**src/sis_pkg.sv**
```systemverilog
// Shared types and constants for the SCSI interrupt stacker.
// Used by the register block, the update engine and the top level.
`default_nettype none

package sis_pkg;

   localparam int DataWidth = 8;

   localparam logic [DataWidth-1:0] DMA_FATAL_MASK   = 8'd125;
   localparam logic [DataWidth-1:0] SCSI0_FATAL_MASK = 8'd143;
   localparam logic [DataWidth-1:0] SCSI1_FATAL_MASK = 8'd20;
   localparam logic [DataWidth-1:0] DMA_CHECK_MASK   = 8'd127;
   localparam logic [DataWidth-1:0] DMA_DONE_BIT     = 8'd128;

   localparam int IST_DIP_POS  = 0;
   localparam int IST_SIP_POS  = 1;
   localparam int IST_INTF_POS = 2;

   localparam int CsrAddrWidth = 4;
   localparam int CsrDataWidth = 32;

   typedef enum logic [2:0] {
      OP_POST_DSTAT  = 3'd0,
      OP_POST_SIST0  = 3'd1,
      OP_POST_SIST1  = 3'd2,
      OP_POST_ISTAT  = 3'd3,
      OP_CLEAR_DSTAT = 3'd4,
      OP_CLEAR_SIST0 = 3'd5,
      OP_CLEAR_SIST1 = 3'd6,
      OP_CLEAR_ISTAT = 3'd7
   } opcode_type;

   typedef enum logic [1:0] {
      REG_DMA_INT_ENABLE   = 2'd0,
      REG_SCSI_INT_ENABLE0 = 2'd1,
      REG_SCSI_INT_ENABLE1 = 2'd2,
      REG_IRQ_DISABLE      = 2'd3
   } reg_index_type;

   typedef struct packed {
      logic [DataWidth-1:0] dma_int_enable;
      logic [DataWidth-1:0] scsi_int_enable0;
      logic [DataWidth-1:0] scsi_int_enable1;
      logic                 irq_disable;
   } cfg_type;

   typedef struct packed {
      logic                 irq_line;
      logic                 halt_request;
      logic [DataWidth-1:0] istat_value;
      logic [DataWidth-1:0] read_value;
      logic                 bad_opcode;
   } result_type;

endpackage

`default_nettype wire

```
**src/sis_csr.sv**
```systemverilog
// Configuration registers of the SCSI interrupt stacker on an APB-style port.
// Depends on sis_pkg for the register map and the configuration struct.
`default_nettype none

module sis_csr (
   input  wire logic                                 clock,
   input  wire logic                                 reset,
   input  wire logic                                 csr_psel,
   input  wire logic                                 csr_penable,
   input  wire logic                                 csr_pwrite,
   input  wire logic [sis_pkg::CsrAddrWidth-1:0]     csr_paddr,
   input  wire logic [sis_pkg::CsrDataWidth-1:0]     csr_pwdata,
   output logic      [sis_pkg::CsrDataWidth-1:0]     csr_prdata,
   output logic                                      csr_pready,
   output sis_pkg::cfg_type                          cfg
);

   sis_pkg::cfg_type       cfg_ff;
   sis_pkg::cfg_type       cfg_in;
   sis_pkg::reg_index_type index;
   logic                   write_en;

   assign index      = sis_pkg::reg_index_type'(csr_paddr[3:2]);
   assign write_en   = csr_psel && csr_penable && csr_pwrite;
   assign csr_pready = 1'b1;
   assign cfg        = cfg_ff;

   always_comb begin
      cfg_in = cfg_ff;
      if (write_en) begin
         unique case (index)
            sis_pkg::REG_DMA_INT_ENABLE:
               cfg_in.dma_int_enable = csr_pwdata[sis_pkg::DataWidth-1:0];
            sis_pkg::REG_SCSI_INT_ENABLE0:
               cfg_in.scsi_int_enable0 = csr_pwdata[sis_pkg::DataWidth-1:0];
            sis_pkg::REG_SCSI_INT_ENABLE1:
               cfg_in.scsi_int_enable1 = csr_pwdata[sis_pkg::DataWidth-1:0];
            sis_pkg::REG_IRQ_DISABLE:
               cfg_in.irq_disable = csr_pwdata[0];
            default: cfg_in = cfg_ff;
         endcase
      end
   end

   always_comb begin
      csr_prdata = '0;
      unique case (index)
         sis_pkg::REG_DMA_INT_ENABLE:
            csr_prdata[sis_pkg::DataWidth-1:0] = cfg_ff.dma_int_enable;
         sis_pkg::REG_SCSI_INT_ENABLE0:
            csr_prdata[sis_pkg::DataWidth-1:0] = cfg_ff.scsi_int_enable0;
         sis_pkg::REG_SCSI_INT_ENABLE1:
            csr_prdata[sis_pkg::DataWidth-1:0] = cfg_ff.scsi_int_enable1;
         sis_pkg::REG_IRQ_DISABLE:
            csr_prdata[0] = cfg_ff.irq_disable;
         default: csr_prdata = '0;
      endcase
   end

   always_ff @(posedge clock) begin
      if (reset) begin
         cfg_ff <= '0;
      end else begin
         cfg_ff <= cfg_in;
      end
   end

endmodule

`default_nettype wire

```
**src/sis_engine.sv**
```systemverilog
// Status registers, second-level stacks and the single-pass interrupt update.
// Depends on sis_pkg for opcodes, masks and the result struct.
`default_nettype none

module sis_engine (
   input  wire logic                              clock,
   input  wire logic                              reset,
   input  wire logic                              fire,
   input  wire logic [2:0]                        opcode,
   input  wire logic [sis_pkg::DataWidth-1:0]     bits,
   input  wire logic                              host_irq_mask,
   input  wire sis_pkg::cfg_type                  cfg,
   output sis_pkg::result_type                    result
);

   localparam int W = sis_pkg::DataWidth;

   logic [W-1:0] dstat_ff, dstat_in;
   logic [W-1:0] sist0_ff, sist0_in;
   logic [W-1:0] sist1_ff, sist1_in;
   logic [W-1:0] istat_ff, istat_in;
   logic [W-1:0] dstack_ff, dstack_in;
   logic [W-1:0] sstack0_ff, sstack0_in;
   logic [W-1:0] sstack1_ff, sstack1_in;

   always_comb begin
      logic [W-1:0] dstat_p, sist0_p, sist1_p, istat_p;
      logic [W-1:0] dstack_p, sstack0_p, sstack1_p;
      logic [W-1:0] rd;
      logic         blocked, drain, dma_hit, scsi_hit, line, halt;

      dstat_p   = dstat_ff;
      sist0_p   = sist0_ff;
      sist1_p   = sist1_ff;
      istat_p   = istat_ff;
      dstack_p  = dstack_ff;
      sstack0_p = sstack0_ff;
      sstack1_p = sstack1_ff;
      rd        = '0;
      blocked   = istat_ff[sis_pkg::IST_DIP_POS] | istat_ff[sis_pkg::IST_SIP_POS];

      unique case (sis_pkg::opcode_type'(opcode))
         sis_pkg::OP_POST_DSTAT: begin
            if (blocked) dstack_p = dstack_ff | bits;
            else         dstat_p  = dstat_ff | bits;
         end
         sis_pkg::OP_POST_SIST0: begin
            if (blocked) sstack0_p = sstack0_ff | bits;
            else         sist0_p   = sist0_ff | bits;
         end
         sis_pkg::OP_POST_SIST1: begin
            if (blocked) sstack1_p = sstack1_ff | bits;
            else         sist1_p   = sist1_ff | bits;
         end
         sis_pkg::OP_POST_ISTAT: istat_p = istat_ff | bits;
         sis_pkg::OP_CLEAR_DSTAT: begin
            rd      = dstat_ff;
            dstat_p = sis_pkg::DMA_DONE_BIT;
         end
         sis_pkg::OP_CLEAR_SIST0: begin
            rd      = sist0_ff;
            sist0_p = '0;
         end
         sis_pkg::OP_CLEAR_SIST1: begin
            rd      = sist1_ff;
            sist1_p = '0;
         end
         sis_pkg::OP_CLEAR_ISTAT: istat_p = istat_ff & ~bits;
         default: rd = '0;
      endcase

      // drain the stacks once the SCSI status registers and the DMA status bits other than DMA done are clear
      drain = (sist0_p == '0) && (sist1_p == '0) &&
              ((dstat_p & sis_pkg::DMA_CHECK_MASK) == '0);
      if (drain) begin
         sist0_p   = sist0_p | sstack0_p;
         sist1_p   = sist1_p | sstack1_p;
         dstat_p   = dstat_p | dstack_p;
         sstack0_p = '0;
         sstack1_p = '0;
         dstack_p  = '0;
      end

      dma_hit  = |(dstat_p & sis_pkg::DMA_FATAL_MASK);
      scsi_hit = |(sist0_p & (sis_pkg::SCSI0_FATAL_MASK | cfg.scsi_int_enable0)) ||
                 |(sist1_p & (sis_pkg::SCSI1_FATAL_MASK | cfg.scsi_int_enable1));
      halt     = dma_hit | scsi_hit;
      istat_p[sis_pkg::IST_DIP_POS] = dma_hit;
      istat_p[sis_pkg::IST_SIP_POS] = scsi_hit;

      line = (|(dstat_p & cfg.dma_int_enable & sis_pkg::DMA_FATAL_MASK)) ||
             (scsi_hit && (|(sist0_p & cfg.scsi_int_enable0) ||
                           |(sist1_p & cfg.scsi_int_enable1))) ||
             istat_p[sis_pkg::IST_INTF_POS];
      line = line && !cfg.irq_disable && !host_irq_mask;

      dstat_in   = dstat_p;
      sist0_in   = sist0_p;
      sist1_in   = sist1_p;
      istat_in   = istat_p;
      dstack_in  = dstack_p;
      sstack0_in = sstack0_p;
      sstack1_in = sstack1_p;

      result.irq_line     = line;
      result.halt_request = halt;
      result.istat_value  = istat_p;
      result.read_value   = rd;
      result.bad_opcode   = 1'b0;
   end

   always_ff @(posedge clock) begin
      if (reset) begin
         dstat_ff   <= sis_pkg::DMA_DONE_BIT;
         sist0_ff   <= '0;
         sist1_ff   <= '0;
         istat_ff   <= '0;
         dstack_ff  <= '0;
         sstack0_ff <= '0;
         sstack1_ff <= '0;
      end else if (fire) begin
         dstat_ff   <= dstat_in;
         sist0_ff   <= sist0_in;
         sist1_ff   <= sist1_in;
         istat_ff   <= istat_in;
         dstack_ff  <= dstack_in;
         sstack0_ff <= sstack0_in;
         sstack1_ff <= sstack1_in;
      end
   end

endmodule

`default_nettype wire

```
**src/scsi_controller_interrupt_stacker.sv**
```systemverilog
// Top level of the SCSI interrupt stacker: request register, update engine,
// response register and configuration port. Depends on sis_pkg, sis_csr and
// sis_engine.
//
// Each request posts bits to one of the DMA status, SCSI status 0/1 or
// interrupt status registers, reads and clears a DMA or SCSI status
// register, or clears the given interrupt status bits; the response carries
// the interrupt line level, halt request, interrupt status and read value
// after that request. The block takes one request per clock while the
// response is not held off. A request sits in the request register and its
// response is held in the response register; the state update is a single
// pass of bitwise logic in the engine, so consecutive requests see each
// other's effects without bubbles. While the response is held off, one request
// waits in each register and the input stalls until the response is taken.
// Write the enable and disable registers only while no request is in flight.
`default_nettype none

module scsi_controller_interrupt_stacker (
   input  wire logic                                 clock,
   input  wire logic                                 reset,
   input  wire logic                                 req_valid,
   output logic                                      req_ready,
   input  wire logic [2:0]                           req_opcode,
   input  wire logic [7:0]                           req_bits,
   input  wire logic                                 req_host_irq_mask,
   output logic                                      rsp_valid,
   input  wire logic                                 rsp_ready,
   output logic                                      rsp_irq_line,
   output logic                                      rsp_halt_request,
   output logic      [7:0]                           rsp_istat_value,
   output logic      [7:0]                           rsp_read_value,
   output logic                                      rsp_bad_opcode,
   input  wire logic                                 csr_psel,
   input  wire logic                                 csr_penable,
   input  wire logic                                 csr_pwrite,
   input  wire logic [sis_pkg::CsrAddrWidth-1:0]     csr_paddr,
   input  wire logic [sis_pkg::CsrDataWidth-1:0]     csr_pwdata,
   output logic      [sis_pkg::CsrDataWidth-1:0]     csr_prdata,
   output logic                                      csr_pready
);

   sis_pkg::cfg_type    cfg;
   sis_pkg::result_type result;
   sis_pkg::result_type rsp_ff;

   logic       in_valid_ff, in_valid_in;
   logic       out_valid_ff, out_valid_in;
   logic [2:0] opcode_ff;
   logic [7:0] bits_ff;
   logic       mask_ff;
   logic       advance;
   logic       take;

   assign advance   = in_valid_ff && (!out_valid_ff || rsp_ready);
   assign req_ready = !in_valid_ff || advance;
   assign take      = req_valid && req_ready;

   assign in_valid_in  = take || (in_valid_ff && !advance);
   assign out_valid_in = advance || (out_valid_ff && !rsp_ready);

   sis_csr u_csr (
      .clock       (clock),
      .reset       (reset),
      .csr_psel    (csr_psel),
      .csr_penable (csr_penable),
      .csr_pwrite  (csr_pwrite),
      .csr_paddr   (csr_paddr),
      .csr_pwdata  (csr_pwdata),
      .csr_prdata  (csr_prdata),
      .csr_pready  (csr_pready),
      .cfg         (cfg)
   );

   sis_engine u_engine (
      .clock         (clock),
      .reset         (reset),
      .fire          (advance),
      .opcode        (opcode_ff),
      .bits          (bits_ff),
      .host_irq_mask (mask_ff),
      .cfg           (cfg),
      .result        (result)
   );

   always_ff @(posedge clock) begin
      if (reset) begin
         in_valid_ff  <= 1'b0;
         out_valid_ff <= 1'b0;
      end else begin
         in_valid_ff  <= in_valid_in;
         out_valid_ff <= out_valid_in;
      end
   end

   always_ff @(posedge clock) begin
      if (take) begin
         opcode_ff <= req_opcode;
         bits_ff   <= req_bits;
         mask_ff   <= req_host_irq_mask;
      end
      if (advance) begin
         rsp_ff <= result;
      end
   end

   assign rsp_valid        = out_valid_ff;
   assign rsp_irq_line     = rsp_ff.irq_line;
   assign rsp_halt_request = rsp_ff.halt_request;
   assign rsp_istat_value  = rsp_ff.istat_value;
   assign rsp_read_value   = rsp_ff.read_value;
   assign rsp_bad_opcode   = rsp_ff.bad_opcode;

endmodule

`default_nettype wire
```
**config.mk**
```make
export PLATFORM = sky130hd
export DESIGN_NAME = scsi_controller_interrupt_stacker
export DESIGN_NICKNAME = d
export VERILOG_FILES = /design/src/sis_pkg.sv /design/src/sis_csr.sv /design/src/sis_engine.sv /design/src/scsi_controller_interrupt_stacker.sv
export SDC_FILE = /design/constraint.sdc
export NUM_CORES = 1
export LEC_CHECK = 0
export ABC_AREA = 1
export BUFFER_PORTS_ARGS = -buffer_cell sky130_fd_sc_hd__buf_2
export CAP_MARGIN = 20
export CELL_PAD_IN_SITES_DETAIL_PLACEMENT = 0
export CELL_PAD_IN_SITES_GLOBAL_PLACEMENT = 1
export CORE_MARGIN = 10
export CORE_UTILIZATION = 36
export DETAILED_ROUTE_END_ITERATION = 7
export PLACE_DENSITY_LB_ADDON = 0.1
export SYNTH_ARGS = -nofsm -noshare
export SYNTH_HDL_FRONTEND = slang
export SYNTH_SLANG_ARGS = --single-unit
```
**constraint.sdc**
```tcl
create_clock -name clock -period 2.15 [get_ports clock]
set_clock_uncertainty 0.05 [all_clocks]
set_input_delay 0.43 -clock clock [delete_from_list [all_inputs] [get_ports clock]]
set_output_delay 0.43 -clock clock [all_outputs]
set_load 0.02 [all_outputs]
```
==> impl_summary.md, run 1 <==
Timing
For the pin with the worst max-slew slack, the measured transition is 0.6132 ns. The final-report max-slew violation count is 0. Derived from the worst setup path, the maximum achievable clock frequency is 370.3 MHz.

For the final routed database, the setup TNS stands at -15.87 ns. After layout, the worst setup slack is -0.5509 ns. Measured against its own limit, the worst slew margin works out to 59.07%. Setup repair after global routing could not meet its margin everywhere. The final count of hold timing violations is 0. The final critical-path share of the clock period is 125.6%. Setup violations remaining at the end of the flow were counted as 54. The time the worst path needs with I/O delays and setup is 2.701 ns.

Layout
With fillers left out, the area of the finished cells amounts to 0.008588 mm². The area growth from synthesis to layout is 49.84%. The final-stage net count is 1066. Once layout is complete, the utilization of the core stands at 54.46%. The post-route netlist has 36.33% of its cells at a drive strength greater than 1.

The repair_antennas step left the layout with diodes totalling 0.

Drt
The overall routed net length is 20.93 mm. For this run, design rule violations remaining after detail routing come to 0. The detail route stage leaves a number of antenna-violating nets equal to 0. The number of vias in the routed layout is 5964.

The detail-routed via count per cell is 4.810. Before antenna repair, the detailed router went through 5 iterations. The detailed-route wire length per cell is 16.88 µm. For this block, the initial DRC count from the detailed router was 506.

CTS
The clock-pin slew of the registers on the worst-case setup and hold paths is 0.05 ns. The level count of the clock H-tree is 4. Counting the buffers created by CTS gives 17. The later-pin clock latency in the skew report is 0.42 ns. The total number of clock tree sinks is 113. Clock tree synthesis selected as its root buffer the cell sky130_fd_sc_hd__clkbuf_16. TritonCTS built the clock tree. The total of hold buffers inserted after clock tree synthesis is 0. The maximum number of buffers from clock root to sink is 2.

Global routing
The first global-routing pass estimated 31.55 mm of wire. The number of global-route vias before repair is 5645. The global-route usage over all layers is 18.58%.

Entering global routing, the biggest net connects 46 pins. For this run the aggregate overflow at the end of global routing stands at 0. The initial antenna violation count is 0.

Worst hold path
The worst hold path endpoint is mask_ff$_DFFE_PP_. The path category of the worst min-delay check is input port to register. In this run the most critical hold path is launched from req_host_irq_mask. The worst hold path cell count is 1.

Worst setup path
In this run the critical register-to-register path is launched from opcode_ff[0]$_DFFE_PP_. At the worst endpoint, the arrival time is 3.01 ns. The capture instance of the worst register-to-register path is u_engine.istat_ff[1]$_SDFFE_PP0P_.

Of all nets on the critical path, the largest fanout is 5. Across all register-to-register paths, the minimum setup slack is -0.55 ns. STA classifies the critical path endpoint as a register. The critical path is of the register to register type. For the worst setup path, the data required time is 2.46 ns. Measured in cells, the most critical reg-to-reg path has a length of 19. The kind of start point of the critical path is a register.

Die
The width of the die is 146.2 µm. The initial cell density of the core is 36.35%. The placement row count is 46.

The area of the die is 0.02137 mm². The number of primary I/O pins is 109. The floorplan step set the die height to 146.2 µm. The placeable core area is 0.01577 mm².

Place
After detailed placement, the total cell area comes to 0.007042 mm². The detailed placement HPWL is 14.83 mm. Routability-driven placement finished with a final weighted congestion of 0.9033. During placement, the flow inserted port buffers numbering 56.

Pwr
The total leakage power is 4.056 nW. Dividing total power by cell area gives a power density of 763.3 mW/mm². The largest vdd supply drop is 0.6156 mV. After layout, the design draws a total of 6.555 mW.

Outcome
The run finished, with violations left. The final reports fail on negative setup slack.

Yosys
The count of yosys warnings during synthesis is 0. Synthesis handed over a netlist of 813 instances. For this run, the register share of the synthesized area comes to 44.71%.

A synthesized cell averages 7.050 µm². The number of storage elements in the synthesis netlist is 113. The count of distinct cell types in the synthesized netlist is 25. After synthesis the cells add up to 0.005732 mm².

Run
The number of violations of the max-capacitance limit is 0.
-- power by group --
group / switching [mW] / internal (mW) / leakage, nW
Clock: 0.985 / 1.88 / 0.298
Combinational: 0.792 / 0.554 / 2.80
Sequential: 0.0604 / 2.29 / 0.961
-- cell usage after synthesis --
library cell                 n  area, µm²
sky130_fd_sc_hd__nor2_1     82      307.8
sky130_fd_sc_hd__conb_1      2      7.510
sky130_fd_sc_hd__nand2_1   208      780.8
sky130_fd_sc_hd__buf_4      33      247.7
sky130_fd_sc_hd__a21o_1      3      22.52
sky130_fd_sc_hd__buf_2       7      35.03
sky130_fd_sc_hd__clkbuf_1   17      63.81
sky130_fd_sc_hd__a21oi_2     1      8.760
sky130_fd_sc_hd__nor3_1      1      5.000
sky130_fd_sc_hd__or2_2       1      6.260
sky130_fd_sc_hd__a31oi_1     1      6.260
sky130_fd_sc_hd__inv_1     111      416.7
sky130_fd_sc_hd__inv_2       4      15.01
sky130_fd_sc_hd__nor2_2      2      12.51
sky130_fd_sc_hd__o21ai_0    63      315.3
sky130_fd_sc_hd__nor2_4      4      45.04
sky130_fd_sc_hd__nand4_1     6      37.54
sky130_fd_sc_hd__o221ai_1    8      70.07
sky130_fd_sc_hd__a311oi_1    1      8.760
sky130_fd_sc_hd__buf_6       1      11.26
sky130_fd_sc_hd__dfxtp_1    83       1662
sky130_fd_sc_hd__o21bai_1   10      75.07
sky130_fd_sc_hd__a21oi_1    77      385.4
sky130_fd_sc_hd__nand3_1    57      285.3
sky130_fd_sc_hd__edfxtp_1   30      900.9
-- per-layer routing --
layer / part of all wire [%] / vias up / GRT usage [%]
met3: 6.0 / 49 / 4.110
met5: 0 / - / 0
met2: 46 / 184 / 29.48
met1: 44 / 2771 / 24.21
met4: 3.4 / 0 / 6.807
li1: - / 2960 / -
-- layout make-up --
cell class | count | area (µm²)
Tap cell | 216 | 270.3
Sequential cell | 113 | 2562
Inverter | 115 | 434.2
Fill cell | 1522 | 7182
Clock inverter | 3 | 40.04
Multi-Input combinational cell | 554 | 3079
Timing Repair Buffer | 210 | 1639
Clock buffer | 29 | 563.0
-- critical path, cell delays in order (launching register included) --
cell                       delay [ns]
sky130_fd_sc_hd__edfxtp_1        0.46
sky130_fd_sc_hd__buf_6           0.17
sky130_fd_sc_hd__nor2_4          0.14
sky130_fd_sc_hd__inv_2           0.07
sky130_fd_sc_hd__nor2_4          0.14
sky130_fd_sc_hd__inv_2           0.08
sky130_fd_sc_hd__nand2_2         0.09
sky130_fd_sc_hd__nand2_1         0.08
sky130_fd_sc_hd__nor2_2          0.13
sky130_fd_sc_hd__nand2_4         0.12
sky130_fd_sc_hd__nor2_4          0.29
sky130_fd_sc_hd__nand3_2         0.11
sky130_fd_sc_hd__nand2_2         0.14
sky130_fd_sc_hd__nand2_2         0.09
sky130_fd_sc_hd__nand2_4         0.09
sky130_fd_sc_hd__nor2_2          0.05
sky130_fd_sc_hd__nand2_2         0.07
sky130_fd_sc_hd__nor2_4          0.06
sky130_fd_sc_hd__buf_6           0.11
sky130_fd_sc_hd__a21oi_2         0.09
-- registers in the layout, indices dropped and copies added, names as in the netlist --
signal               flops
rsp_halt_request         1
rsp_valid                1
u_engine.sist1_ff        8
rsp_irq_line             1
bits_ff                  8
rsp_istat_value          8
u_engine.dstack_ff       8
opcode_ff                3
u_engine.sist0_ff        8
u_csr.cfg               25
in_valid_ff              1
u_engine.dstat_ff        8
rsp_read_value           8
u_engine.sstack1_ff      8
mask_ff                  1
u_engine.istat_ff        8
u_engine.sstack0_ff      8
-- kinds of logic after synthesis --
family	after synthesis	synth area share (%)
other cells	2	0.1310
buf+inv	173	13.77
simple gates	361	25.82
compound gates	164	15.56
flops	113	44.71
-- layout by cell type (no fill, tap or decap), types with 2 or more instances in the layout --
cell / Yosys / layout
sky130_fd_sc_hd__inv_1: 111 / 107
sky130_fd_sc_hd__buf_4: 33 / 121
sky130_fd_sc_hd__nand2_4: 0 / 8
sky130_fd_sc_hd__clkbuf_1: 17 / 5
sky130_fd_sc_hd__a21oi_4: 0 / 3
sky130_fd_sc_hd__clkinv_2: 0 / 2
sky130_fd_sc_hd__nor2_1: 82 / 71
sky130_fd_sc_hd__buf_6: 1 / 24
sky130_fd_sc_hd__edfxtp_1: 30 / 30
sky130_fd_sc_hd__o21bai_2: 0 / 2
sky130_fd_sc_hd__nand3_4: 0 / 12
sky130_fd_sc_hd__nand2_2: 0 / 44
sky130_fd_sc_hd__conb_1: 2 / 26
sky130_fd_sc_hd__buf_12: 0 / 7
sky130_fd_sc_hd__nor2_4: 4 / 11
sky130_fd_sc_hd__nand3_1: 57 / 26
sky130_fd_sc_hd__clkbuf_8: 0 / 5
sky130_fd_sc_hd__dfxtp_1: 83 / 83
sky130_fd_sc_hd__buf_2: 7 / 56
sky130_fd_sc_hd__nand2_1: 208 / 156
sky130_fd_sc_hd__nand3_2: 0 / 19
sky130_fd_sc_hd__nor2_2: 2 / 9
sky130_fd_sc_hd__o21ai_1: 0 / 5
sky130_fd_sc_hd__o21bai_1: 10 / 8
sky130_fd_sc_hd__a21oi_1: 77 / 69
sky130_fd_sc_hd__inv_2: 4 / 7
sky130_fd_sc_hd__nand4_1: 6 / 6
sky130_fd_sc_hd__a21o_1: 3 / 3
sky130_fd_sc_hd__clkbuf_16: 0 / 20
sky130_fd_sc_hd__o21ai_2: 0 / 11
sky130_fd_sc_hd__o21ai_0: 63 / 47
sky130_fd_sc_hd__o221ai_1: 8 / 8
sky130_fd_sc_hd__a21oi_2: 1 / 6
-- worst max-delay path by stage --
stage,start,end,slack [ns],cells past startpoint
global route,opcode_ff[0]$_DFFE_PP_,u_engine.istat_ff[1]$_SDFFE_PP0P_,-0.68,19
global placement,opcode_ff[0]$_DFFE_PP_,rsp_halt_request$_DFFE_PP_,-0.52,15
CTS,opcode_ff[0]$_DFFE_PP_,rsp_halt_request$_DFFE_PP_,-0.40,17
finish,opcode_ff[0]$_DFFE_PP_,u_engine.istat_ff[1]$_SDFFE_PP0P_,-0.55,19
floorplan,opcode_ff[1]$_DFFE_PP_,rsp_irq_line$_DFFE_PP_,-0.02,19
detailed placement,opcode_ff[1]$_DFFE_PP_,rsp_irq_line$_DFFE_PP_,-0.53,18
-- metrics by stage --
stage	setup slack (ns)	cells	hold slack, ns
finish	-0.5509	1240	0.1328
global route	-0.6764	1240	0.1189
CTS	-0.3969	1218	0.1209
detailed placement	-0.5342	1175	0.4031
global placement	-0.5177	1175	0.3987
floorplan	-0.01678	837	0.3760
-- timing repair --
action,CTS,global route
endpoints found under the setup margin,54,54
resized for setup,50,143
buffers inserted,9,25
gates cloned,2,3
pin swaps,19,55
Power figures use the tool's default switching activity.
==> inputs of run 2 (changes only) <==
--- a/config.mk
+++ b/config.mk
@@ -13,6 +13,7 @@
 export CORE_MARGIN = 10
 export CORE_UTILIZATION = 36
 export DETAILED_ROUTE_END_ITERATION = 7
+export HOLD_SLACK_MARGIN = 0.15
 export PLACE_DENSITY_LB_ADDON = 0.1
 export SYNTH_ARGS = -nofsm -noshare
 export SYNTH_HDL_FRONTEND = slang
==> run 2 against run 1 <==
Effect of this change: the run still ends with negative setup slack left; cell count up 0.89%; clock power about the same; critical path depth unchanged; global-route usage up 0.14 points; sequential power about the same; setup slack worse by 0.0075 ns; non-clock buffer count up 11.
==> impl_summary.md, run 2 (synthesis gave the netlist of run 1 again) <==
Timing
The worst pin sits at a relative slew slack of 57.09%. The final critical-path share of the clock period is 126.0%. The final count of hold timing violations came to 0. At the pin with the least slew margin, the transition time is 0.6430 ns.

Setup repair after global routing could not meet its margin everywhere. The final sum of negative setup slack is -16.13 ns. Static timing analysis puts the maximum clock frequency at 369.2 MHz.

Setup violations remaining at the end of the flow were counted as 54. The routed design could run at a clock period as short as 2.708 ns. Across all setup checks in the final design, the least slack found is -0.5583 ns. The final-report max-slew violation count is 0.

Global routing
The global-route usage over all layers is 18.72%. The number of global-route vias before repair is 5705. The global-route wire length before repair is 31.84 mm. The initial antenna violation count is 0. For this run the aggregate overflow at the end of global routing stands at 0. Entering global routing, the biggest net connects 46 pins.

Worst hold path
The path category of the worst min-delay check is input port to register. The path with the worst hold slack has its endpoint at opcode_ff[1]$_DFFE_PP_. Along the worst hold path, the cell count comes to 1. The worst hold path begins at req_opcode[1].

Pwr
Total power for the finished layout comes to 6.577 mW. IR analysis of the VDD net gives a maximum drop of 0.6173 mV. The power density over the cells is 756.1 mW/mm². The total leakage power is 4.102 nW.

Worst setup path
The worst register-to-register path ends at u_engine.istat_ff[1]$_SDFFE_PP0P_. The signal on the critical path passes through buf_6 -> nor2_4 -> inv_2 -> nor2_4 -> inv_2 -> nand2_2 -> nand2_1 -> nor2_2 -> nand2_4 -> nor2_4 -> nand3_2 -> nand2_2 -> nand2_2 -> nand2_4 -> nor2_2 -> nand2_2 -> nor2_4 -> buf_6 -> a21oi_2. STA classifies the critical path startpoint as a register. The arrival time at the worst endpoint is 3.02 ns. The cell depth of the worst flop-to-flop path is 19. The slowest stage of the critical path belongs to the cell sky130_fd_sc_hd__edfxtp_1. The reg2reg setup slack is -0.56 ns. The buffering stage count on the worst path with inverters included is 4. STA puts the critical path data required time at 2.46 ns. The kind of end point of the critical path is a register. The startpoint-to-endpoint class of the critical path is register to register.

In this design, the stage delay of the slowest critical-path cell is 0.46 ns. The critical register-to-register path startpoint is opcode_ff[0]$_DFFE_PP_. The critical-path maximum fanout is 5. The cell family contributing the most delay on the critical path is simple AND/OR/NAND/NOR gates.

Drt
The number of nets with antenna violations after detailed routing is 0. The detail-routed via count per cell is 4.810. The number of DRC markers in iteration 0 is 523. The total DRC errors in the routed layout is 0.

Wires add up to 20.99 mm. The detailed-route wire length per cell is 16.78 µm. The first TritonRoute pass finished after 5 iterations. The number of vias in the routed layout is 6017.

Layout
The number of flip-flops in the largest register is 25. The layout cell share with drive strength beyond 1 is 35.94%. The area of all placed cells without fillers is 0.008698 mm².

The number of diodes added for antenna fixing is 0. In the layout the commonest cells are sky130_fd_sc_hd__nand2_1, sky130_fd_sc_hd__buf_4, sky130_fd_sc_hd__inv_1. Relative to the synthesized area, the layout overhead comes to 51.76%. The final-stage net count is 1077. The library cell used most frequently in the layout, excluding fill and tap cells, is sky130_fd_sc_hd__nand2_1.

CTS
The level count of the clock H-tree is 4. Buffers inserted during clock tree synthesis total 17. After clock tree synthesis, the clock-pin slew on the worst setup and hold paths is 0.05 ns.

The total number of clock tree sinks is 113. For the worst-skew pair, the clock arrives at the later sink with an insertion delay of 0.42 ns. The TritonCTS clock tree is done. The clock root buffer master is sky130_fd_sc_hd__clkbuf_16.

The longest clock path from root to sink contains 2 buffers.

Outcome
The checks that failed: negative setup slack. The run finished, with violations left.

Die
In this run the horizontal extent of the chip is 146.2 µm. The area of the die is 0.02137 mm². Once the floorplan was initialized, standard cells occupied 36.35% of the core. The placement row count is 46.

From bottom edge to top edge, the die measures 146.2 µm. The number of primary I/O pins is 109. The core region is 0.01577 mm².

Place
After detailed placement, the total cell area comes to 0.007042 mm². Input and output buffers added on the ports amount to 56. Summed over all nets, the half-perimeter wirelength after detailed placement is 14.83 mm. The weighted congestion reported at the end of routability-driven placement is 0.9033.

Run
The number of violations of the max-capacitance limit is 0.
[run 2: changes by cell type in the layout (fill, tap and decap cells not counted), sizes merged]
cell,change
dlygate4sd3,+11
[run 2: stage by stage]
step	hold slack [ns]	std cells	utilization, %	setup slack, ns
floorplan	0.3760	837	-	-0.01678
global placement	0.3987	1175	44.65	-0.5177
detailed placement	0.4031	1175	44.65	-0.5342
CTS	0.1539	1229	50.85	-0.3969
global route	0.1525	1251	55.16	-0.6764
finish	0.1652	1251	55.16	-0.5583
[run 2: per-layer routing]
| layer | part of all wire [%] | wire (µm) | GRT usage, % | vias up |
|---|---|---|---|---|
| met5 | 0 | 0 | 0 | - |
| met2 | 46 | 9738 | 29.87 | 177 |
| met1 | 45 | 9344 | 24.24 | 2819 |
| met3 | 5.9 | 1231 | 4.172 | 42 |
| li1 | - | - | - | 2979 |
| met4 | 3.2 | 674 | 6.807 | 0 |
[run 2: layout make-up]
| class | instances | area [µm²] |
|---|---|---|
| tap | 216 | 270.3 |
| clock inverter | 3 | 40.04 |
| sequential | 113 | 2562 |
| clock buffer | 29 | 563.0 |
| timing repair buffer | 221 | 1749 |
| multi-input combinational | 554 | 3079 |
| fill | 1511 | 7072 |
| inverter | 115 | 434.2 |
[run 2: where the power goes]
part	total (mW)	switching [mW]	internal, mW
clock	2.87	0.991	1.88
combinational	1.36	0.795	0.567
sequential	2.35	0.0601	2.29
total	6.58	1.85	4.73
[run 2: how the worst max path moves through the flow]
stage | startpoint | to | slack [ns] | depth (start not counted)
6_report | opcode_ff[0]$_DFFE_PP_ | u_engine.istat_ff[1]$_SDFFE_PP0P_ | -0.56 | 19
4_1_cts | opcode_ff[0]$_DFFE_PP_ | rsp_halt_request$_DFFE_PP_ | -0.40 | 17
2_1_floorplan | opcode_ff[1]$_DFFE_PP_ | rsp_irq_line$_DFFE_PP_ | -0.02 | 19
5_1_grt | opcode_ff[0]$_DFFE_PP_ | u_engine.istat_ff[1]$_SDFFE_PP0P_ | -0.68 | 19
3_5_place_dp | opcode_ff[1]$_DFFE_PP_ | rsp_irq_line$_DFFE_PP_ | -0.53 | 18
3_3_place_gp | opcode_ff[0]$_DFFE_PP_ | rsp_halt_request$_DFFE_PP_ | -0.52 | 15
[run 2: what timing repair did]
item / 4_1_cts / 5_1_grt
gates resized for setup: 50 / 143
hold endpoints to repair: 11 / 0
setup buffers: 9 / 25
endpoints found under the setup margin: 54 / 54
pin swaps: 19 / 55
hold buffers: 11 / 0
gates cloned: 2 / 3
[run 2: worst register-to-register path: stages (launching register included)]
cell                       delay, ns
sky130_fd_sc_hd__edfxtp_1       0.46
sky130_fd_sc_hd__buf_6          0.17
sky130_fd_sc_hd__nor2_4         0.14
sky130_fd_sc_hd__inv_2          0.07
sky130_fd_sc_hd__nor2_4         0.14
sky130_fd_sc_hd__inv_2          0.08
sky130_fd_sc_hd__nand2_2        0.09
sky130_fd_sc_hd__nand2_1        0.08
sky130_fd_sc_hd__nor2_2         0.13
sky130_fd_sc_hd__nand2_4        0.12
sky130_fd_sc_hd__nor2_4         0.30
sky130_fd_sc_hd__nand3_2        0.11
sky130_fd_sc_hd__nand2_2        0.14
sky130_fd_sc_hd__nand2_2        0.09
sky130_fd_sc_hd__nand2_4        0.09
sky130_fd_sc_hd__nor2_2         0.05
sky130_fd_sc_hd__nand2_2        0.07
sky130_fd_sc_hd__nor2_4         0.06
sky130_fd_sc_hd__buf_6          0.11
sky130_fd_sc_hd__a21oi_2        0.09
==> inputs of run 3 (changes only) <==
--- a/config.mk
+++ b/config.mk
@@ -15,6 +15,7 @@
 export DETAILED_ROUTE_END_ITERATION = 7
 export HOLD_SLACK_MARGIN = 0.15
 export PLACE_DENSITY_LB_ADDON = 0.1
+export REMOVE_ABC_BUFFERS = 1
 export SYNTH_ARGS = -nofsm -noshare
 export SYNTH_HDL_FRONTEND = slang
 export SYNTH_SLANG_ARGS = --single-unit
==> run 3 against run 2 <==
Effect of this change: combinational power barely moved; critical endpoint is now rsp_irq_line$_DFFE_PP_; the flow still finishes with violations (negative setup slack); cell count rose by 0.72%; cell area rose by 4.0%; first-iteration DRC count fell by 30%; clock-buffer cell count fell by 10; largest power group unchanged.
==> impl_summary.md, run 3 (synthesis gave the netlist of run 1 again) <==
Worst hold path
The path category of the worst min-delay check is input port to register. Along the worst hold path, the cell count comes to 2. The worst hold path endpoint is u_csr.cfg[0]$_SDFFE_PP0P_.

The hold path startpoint is reset.

Timing
Setup violations remaining at the end of the flow were counted as 54. The time the worst path needs with I/O delays and setup is 2.639 ns. The highest achievable clock rate is 378.9 MHz. After layout, the worst path uses 122.8% of the clock period. The final-report max-slew violation count came to 0. Setup repair after global routing could not meet its margin everywhere. Adding up every negative setup slack in the final design gives -16.12 ns. The final count of hold timing violations was 0.

The final worst slack is -0.4893 ns. The post-route worst hold slack is 0.1945 ns.

Place
The weighted congestion reported at the end of routability-driven placement is 0.9094. Detailed placement ended at an HPWL of 14.50 mm. The number of buffers inserted by port buffering is 56. The worst slack after detailed placement is -0.6524 ns.

Global routing
For this run the aggregate overflow at the end of global routing stands at 0. The number of global-route vias before repair is 5706. Global routing used 18.14% of the available tracks across all layers. The initial antenna violation count is 0. The pin count of the biggest net entering global routing is 50.

The first global-routing pass estimated 30.75 mm of wire.

Worst setup path
On the critical path, the stage with the largest delay is an instance of sky130_fd_sc_hd__edfxtp_1. The critical register-to-register path startpoint is opcode_ff[0]$_DFFE_PP_. The kind of end point of the critical path is a register. The kind of start point of the critical path is a register.

The critical path is of the register to register type. For the worst setup path, the data arrival time is 2.86 ns. The kind of cell with the highest combined delay along the critical path is simple AND/OR/NAND/NOR gates. The highest cell delay on the worst timing path is 0.44 ns. At the worst endpoint, the required time is 2.37 ns. The reg2reg setup slack is -0.49 ns.

Counting cells, the worst reg-to-reg path comes to 18. The capture instance of the worst register-to-register path is rsp_irq_line$_DFFE_PP_. The critical-path maximum fanout is 6.

The critical path contains buffers and inverters numbering 4 combined. Traced cell by cell, the critical path runs through buf_6 -> nor2_4 -> inv_2 -> nor2_4 -> buf_6 -> a21oi_2 -> nor2_1 -> nand2_1 -> nor2_4 -> buf_6 -> nand3_2 -> nand2_2 -> nand2_1 -> nand2_2 -> nor2_1 -> nand2_1 -> nor2_1 -> a21oi_1.

Drt
The total DRC errors in the routed layout is 0. The detail-routed via count per cell is 4.849. The overall routed net length is 20.88 mm.

The first detailed-routing pass took 5 iterations. The routed layout has 6110 vias. In this run the remaining antenna-violating nets after routing total 0.

In the final routed layout, each cell accounts on average for 16.57 µm. The number of DRC markers in iteration 0 is 368.

Layout
The top cell types in the final layout, fill and taps aside, are sky130_fd_sc_hd__nand2_1, sky130_fd_sc_hd__buf_4, sky130_fd_sc_hd__inv_1. The post-route netlist has 38.60% of its cells at a drive strength greater than 1. Cells fill 57.35% of the core in the end.

The number of flip-flops in the largest register is 25. The area growth from synthesis to layout is 57.80%. The leading cell type in the layout, fill and taps excluded is sky130_fd_sc_hd__nand2_1. The number of diodes added for antenna fixing is 0. For this run, the post-layout net count is 1086.

Die
The placeable core area is 0.01577 mm². The initialized floorplan defines 46 standard-cell rows. The initial utilization of the core area, before any placement, comes to 36.35%. The y dimension of the die is 146.2 µm. The area of the die is 0.02137 mm². The number of primary I/O pins is 109.

The width of the die is 146.2 µm.

Pwr
The total power draw is 6.800 mW. The largest vdd supply drop is 0.6129 mV. Power spread over the standard cell area amounts to 751.8 mW/mm². The total leakage power is 4.383 nW.

CTS
TritonCTS built the clock tree. The clock passes through at most 2 buffers. After clock tree synthesis, the clock-pin slew on the worst setup and hold paths is 0.06 ns. In this run, CTS created clock tree buffers numbering 17. Clock latency on the worst-skew pair, taken at its later pin, is 0.42 ns.

For this design, the sink count on the clock tree is 113. The clock root buffer master is sky130_fd_sc_hd__clkbuf_16. In this run the number of H-tree levels came out at 4.

Outcome
The checks that failed: negative setup slack. The run finished, with violations left.

Run
The number of violations of the max-capacitance limit is 0.
-- run 3: final cells by class --
| class | instances | area, µm² |
|---|---|---|
| clock buffers | 19 | 475.5 |
| clock inverters | 13 | 170.2 |
| fillers | 1430 | 6725 |
| inverters | 115 | 441.7 |
| multi-input cells | 551 | 3219 |
| flip-flops and latches | 113 | 2562 |
| well taps | 216 | 270.3 |
| repair buffers | 233 | 1906 |
-- run 3: stage by stage --
step / std cells / area (µm²)
6_report: 1260 / 9045
5_1_grt: 1260 / 9045
4_1_cts: 1246 / 8262
3_5_place_dp: 1179 / 7041
3_3_place_gp: 1179 / 7041
2_1_floorplan: 779 / 5464
-- run 3: timing repair --
| action | CTS | global route |
|---|---|---|
| endpoints found under the setup margin | 54 | 54 |
| endpoints found under the hold margin | 12 | 0 |
| gates resized for setup | 66 | 178 |
| pin swaps | 13 | 63 |
| cloned | 3 | 3 |
| buffers inserted | 23 | 23 |
| hold buffers | 12 | 0 |
-- run 3: how the worst max path moves through the flow --
stage | to | start | slack (ns) | depth (start not counted)
2_1_floorplan | u_engine.dstat_ff[7]$_SDFFE_PP1P_ | rsp_ready | -0.88 | 6
3_3_place_gp | rsp_irq_line$_DFFE_PP_ | opcode_ff[0]$_DFFE_PP_ | -0.65 | 19
3_5_place_dp | rsp_irq_line$_DFFE_PP_ | opcode_ff[0]$_DFFE_PP_ | -0.65 | 19
4_1_cts | rsp_halt_request$_DFFE_PP_ | opcode_ff[0]$_DFFE_PP_ | -0.41 | 19
5_1_grt | rsp_irq_line$_DFFE_PP_ | opcode_ff[0]$_DFFE_PP_ | -0.64 | 18
6_report | rsp_irq_line$_DFFE_PP_ | opcode_ff[0]$_DFFE_PP_ | -0.49 | 18
-- run 3: metal layers --
metal  GRT usage (%)  wire length [µm]  vias up
met3           4.543              1146       25
met5               0                 0        -
met4           5.556               353        0
met2           29.60             10100      181
li1                -                 -     2997
met1           23.07              9283     2907
-- run 3: where the power goes --
group | switching [mW] | internal [mW]
Clock | 1.11 | 1.98
Sequential | 0.0558 | 2.28
Combinational | 0.785 | 0.592
-- run 3: worst register-to-register path, stage by stage (launching register included) --
cell and delay (ns):
sky130_fd_sc_hd__edfxtp_1 0.44, sky130_fd_sc_hd__buf_6 0.16, sky130_fd_sc_hd__nor2_4 0.14, sky130_fd_sc_hd__inv_2 0.06, sky130_fd_sc_hd__nor2_4 0.17, sky130_fd_sc_hd__buf_6 0.17
sky130_fd_sc_hd__a21oi_2 0.06, sky130_fd_sc_hd__nor2_1 0.11, sky130_fd_sc_hd__nand2_1 0.10, sky130_fd_sc_hd__nor2_4 0.21, sky130_fd_sc_hd__buf_6 0.19, sky130_fd_sc_hd__nand3_2 0.11
sky130_fd_sc_hd__nand2_2 0.11, sky130_fd_sc_hd__nand2_1 0.07, sky130_fd_sc_hd__nand2_2 0.07, sky130_fd_sc_hd__nor2_1 0.04, sky130_fd_sc_hd__nand2_1 0.05, sky130_fd_sc_hd__nor2_1 0.05
sky130_fd_sc_hd__a21oi_1 0.15
